==> src/rtl/mclw_ram.sv <==
module mclw_ram #(
  parameter int  WIDTH = 8,
  parameter int  DEPTH = 16,
  localparam int AW    = (DEPTH > 1) ? $clog2(DEPTH) : 1
) (
  input  logic             clk,
  input  logic             we,
  input  logic [AW-1:0]    waddr,
  input  logic [WIDTH-1:0] wdata,
  input  logic             re,
  input  logic [AW-1:0]    raddr,
  output logic [WIDTH-1:0] rdata
);

  logic [WIDTH-1:0] mem [DEPTH];

  always_ff @(posedge clk) begin
    if (we) begin
      mem[waddr] <= wdata;
    end
    if (re) begin
      rdata <= mem[raddr];
    end
  end

endmodule

==> config.mk <==
export PLATFORM = sky130hd
export DESIGN_NAME = mclw_ram
export DESIGN_NICKNAME = d
export VERILOG_FILES = /design/src/rtl/mclw_ram.sv
export SDC_FILE = /design/constraint.sdc
export NUM_CORES = 1
export LEC_CHECK = 0
export BUFFER_PORTS_ARGS = -buffer_cell sky130_fd_sc_hd__buf_2
export CAP_MARGIN = 25
export CORE_MARGIN = 5
export CORE_UTILIZATION = 50
export CTS_CLUSTER_DIAMETER = 30
export DETAILED_ROUTE_END_ITERATION = 16
export PLACE_DENSITY = 0.7
export SETUP_SLACK_MARGIN = 0.05
export SLEW_MARGIN = 20
export SYNTH_ARGS = -nofsm -noshare
export SYNTH_HDL_FRONTEND = slang
export SYNTH_SLANG_ARGS = --single-unit
export TNS_END_PERCENT = 50
==> constraint.sdc <==
create_clock -name clk -period 1.7 [get_ports clk]
set_input_delay 0.17 -clock clk [delete_from_list [all_inputs] [get_ports clk]]
set_output_delay 0.17 -clock clk [all_outputs]
set_load 0.02 [all_outputs]
==> summary.txt <==
Clocking
  – Post-CTS setup buffer count: 0
  – Worst-Skew Late Latency: 0.51 ns
  – H-tree depth reported by CTS: 4
  – Num CTS Buffers: 17
  – Post-CTS sizing: 0
  – Clock tree buffer depth: 2
  – Clock Root Buffer: clkbuf_8
  – # hold bufs at CTS: 0
  – CTS tree: built
  – CTS Sinks: 136
  – Clock-pin slew on the worst setup and hold paths: 0.06 ns

Critical path
  – CP max-delay cell: mux4_1
  – FF-to-FF Start: mem[1][5]
  – Critical path endpoint category: register
  – Critical path peak fanout: 1
  – R2R cell count: 3
  – CP Class: reg2reg
  – Reg2Reg Capture Point: rdata[5]
  – Critical path cell sequence: mux4_1 -> a22oi_1 -> nand2_1
  – CP required: 1.95 ns
  – Worst path arrival time: 1.77 ns
  – Flop2flop setup slack: 0.18 ns
  – Critical Path Max Stage Delay: 0.51 ns
  – Worst setup SP type: register

Power
  – Peak VDD IR: 683 uV
  – Sw Ratio: 18.9%
  – Leak pwr: 2.17 nW
  – Seq pwr share: 47.7%
  – Logic pwr share: 4.7%
  – Switch Pwr: 1.51 mW
  – PwrDens: 1260 nW/um2
  – Internal power: 6.45 mW
  – Clock network power share: 47.6%

Route
  – Via Count: 2450
  – Router iterations before antenna repair: 4
  – Routed Antenna Nets: 0
  – Wire length on met3: 467 um
  – Iteration-0 DRC count of the detailed router: 153
  – DRC errors left: 0
  – Highest routed layer: met4
  – Wirelength per Cell: 22.0 um
  – Vias/cell: 5.58
  – WL met2: 4890 um
  – Met1 wire length: 4190 um
  – WL final: 9660 um

Die
  – Initial Util: 50.9%
  – Vert. Die Dim: 112 um
  – Full die area: 12600 um2
  – Core area: 10300 um2
  – # IOs: 27
  – Die width: 112 um
  – Row count: 37

Layout
  – Diodes inserted: 0
  – Final core occ: 61.4%
  – Share of cells above drive strength 1: 33.0%
  – Area of the multi-input gates: 1060 um2
  – Layout Area Growth over Synthesis: 20.8%
  – Fin area: 6310 um2
  – Filler cell count: 718
  – Register area: 4080 um2
  – Nets: 309
  – Commonest non-fill, non-tap cells in the layout: edfxtp_1, buf_2, buf_4
  – Most common cell after layout, fill and taps aside: edfxtp_1
  – Final Non-Filler Cells: 439

Outcome
  – Status: finished, final reports clean

Yosys
  – Mapped Cells: 229
  – Synth top area cells: edfxtp_1, mux4_2, mux4_1
  – Post-synth net total: 248
  – Synth Area in XOR/XNOR: 0%
  – Synth Area in Simple Gates: 3.14%
  – Largest family of logic cells by synthesized area: multiplexers
  – Synth Area in Adders: 0%
  – Mux share of post-synthesis cell area: 14.8%
  – Synth top area share: 78.1%
  – Mean Syn Cell Area: 22.8 um2
  – Largest area contributor in the netlist: edfxtp_1
  – Register area share after synthesis: 78.1%
  – Compound-Gate Fraction of Synth Area: 2.30%
  – Yosys warns: 0
  – Synth Register Bits: 136
  – Cell Area, Synth: 5230 um2
  – Synth unique cells: 18

GRT
  – Number of global-route vias before repair: 2544
  – First-pass GRT wire length: 15100 um
  – Gr usage total: 16.8%
  – Initial antenna violation count: 0
  – Largest net degree at the start of global routing: 24
  – Grt total ovfl: 0

STA
  – RSZ-0062 raised after global routing: false
  – Final WS setup: 0.184 ns
  – Fin Setup TNS: 0 ns
  – Final setup fails: 0
  – Clock skew: 0.00915 ns
  – Slew Limit Fails: 0
  – Final min period: 1.52 ns
  – Hold Fails Final Rpt: 0
  – Slew @ Worst Pin: 0.412 ns
  – Slew margin rel.: 72.5%
  – Final period utilization: 89.2%
  – Peak Freq: 660 MHz

Hold path
  – Hold Path Origin: re
  – Hold Path Cell Cnt: 1
  – Hold EP: rdata[6]
  – Hold WC Path Type: in2reg

Placement
  – RD Place Congestion: 0.749
  – Dpl cell area: 5690 um2
  – Dpl ws: -0.0138 ns
  – Detailed Place HPWL: 6230 um
  – IO buf count: 26
  – Cells after DPL: 407

Run
  – Max Cap Viol: 0
## worst max-delay path by stage
stage	startpoint	to	slack, ns
floorplan	raddr[0]	rdata[1]	0.25
global placement	raddr[0]	rdata[2]	-0.01
detailed placement	raddr[0]	rdata[0]	-0.01
CTS	mem[10][6]	rdata[6]	0.21
global route	mem[5][3]	rdata[3]	0.14
finish	mem[1][5]	rdata[5]	0.18
## synthesized netlist by cell type
cell type        number
nand3b_1              2
nor2b_1               1
and2_1                1
nand3_1               1
nor2_1               13
clkdlybuf4s25_2       3
nand2b_1              2
buf_6                 3
nand2_1               9
a22oi_1              16
mux4_2               18
nor3_1                4
or3b_2                1
edfxtp_1            136
and2b_1               1
mux4_1               14
buf_4                 1
buf_2                 3
## per-layer routing
layer | global-route usage (%) | vias up
met2 | 27.1 | 77
met1 | 22.0 | 1260
met3 | 4.91 | 10
li1 | - | 1103
met4 | 5.93 | 0
met5 | 0 | -
## cells by family after synthesis
kind of cell | count (synthesis)
compound gates | 16
buf+inv | 10
flops | 136
mux | 32
simple gates | 35
## critical path: cells and delay by family (launching register included)
kind               cells  cell delay, ns
muxes                  1            0.51
and+or+nand+nor        1            0.09
DFF                    1            0.34
AOI/OAI and AO/OA      1            0.32
## layout make-up
| type | count | area share [%] |
|---|---|---|
| Clock buffer | 18 | 6.62 |
| Multi-Input combinational cell | 83 | 16.8 |
| Tap cell | 136 | 2.69 |
| Clock inverter | 14 | 3.25 |
| Timing Repair Buffer | 52 | 5.94 |
| Sequential cell | 136 | 64.7 |
## power by group through the flow
stage | Clock (mW) | Sequential (mW) | Combinational (mW)
6_report | 3.79 | 3.80 | 0.375
5_1_grt | 4.02 | 3.81 | 0.404
4_1_cts | 3.84 | 3.80 | 0.381
3_5_place_dp | 0 | 3.87 | 0.377
3_3_place_gp | 0 | 3.87 | 0.371
2_1_floorplan | 0 | 3.88 | 0.191
## through the flow
step / hold WS [ns] / power [mW]
floorplan: 0.269 / 4.07
global placement: 0.556 / 4.24
detailed placement: 0.560 / 4.25
CTS: 0.0195 / 8.02
global route: 0.0229 / 8.23
finish: 0.0343 / 7.96
## flip-flops by register name (all words and copies together) (netlist names)
name and cells:
rdata 8, mem 128
No activity file was read; power rests on OpenSTA's default activity.
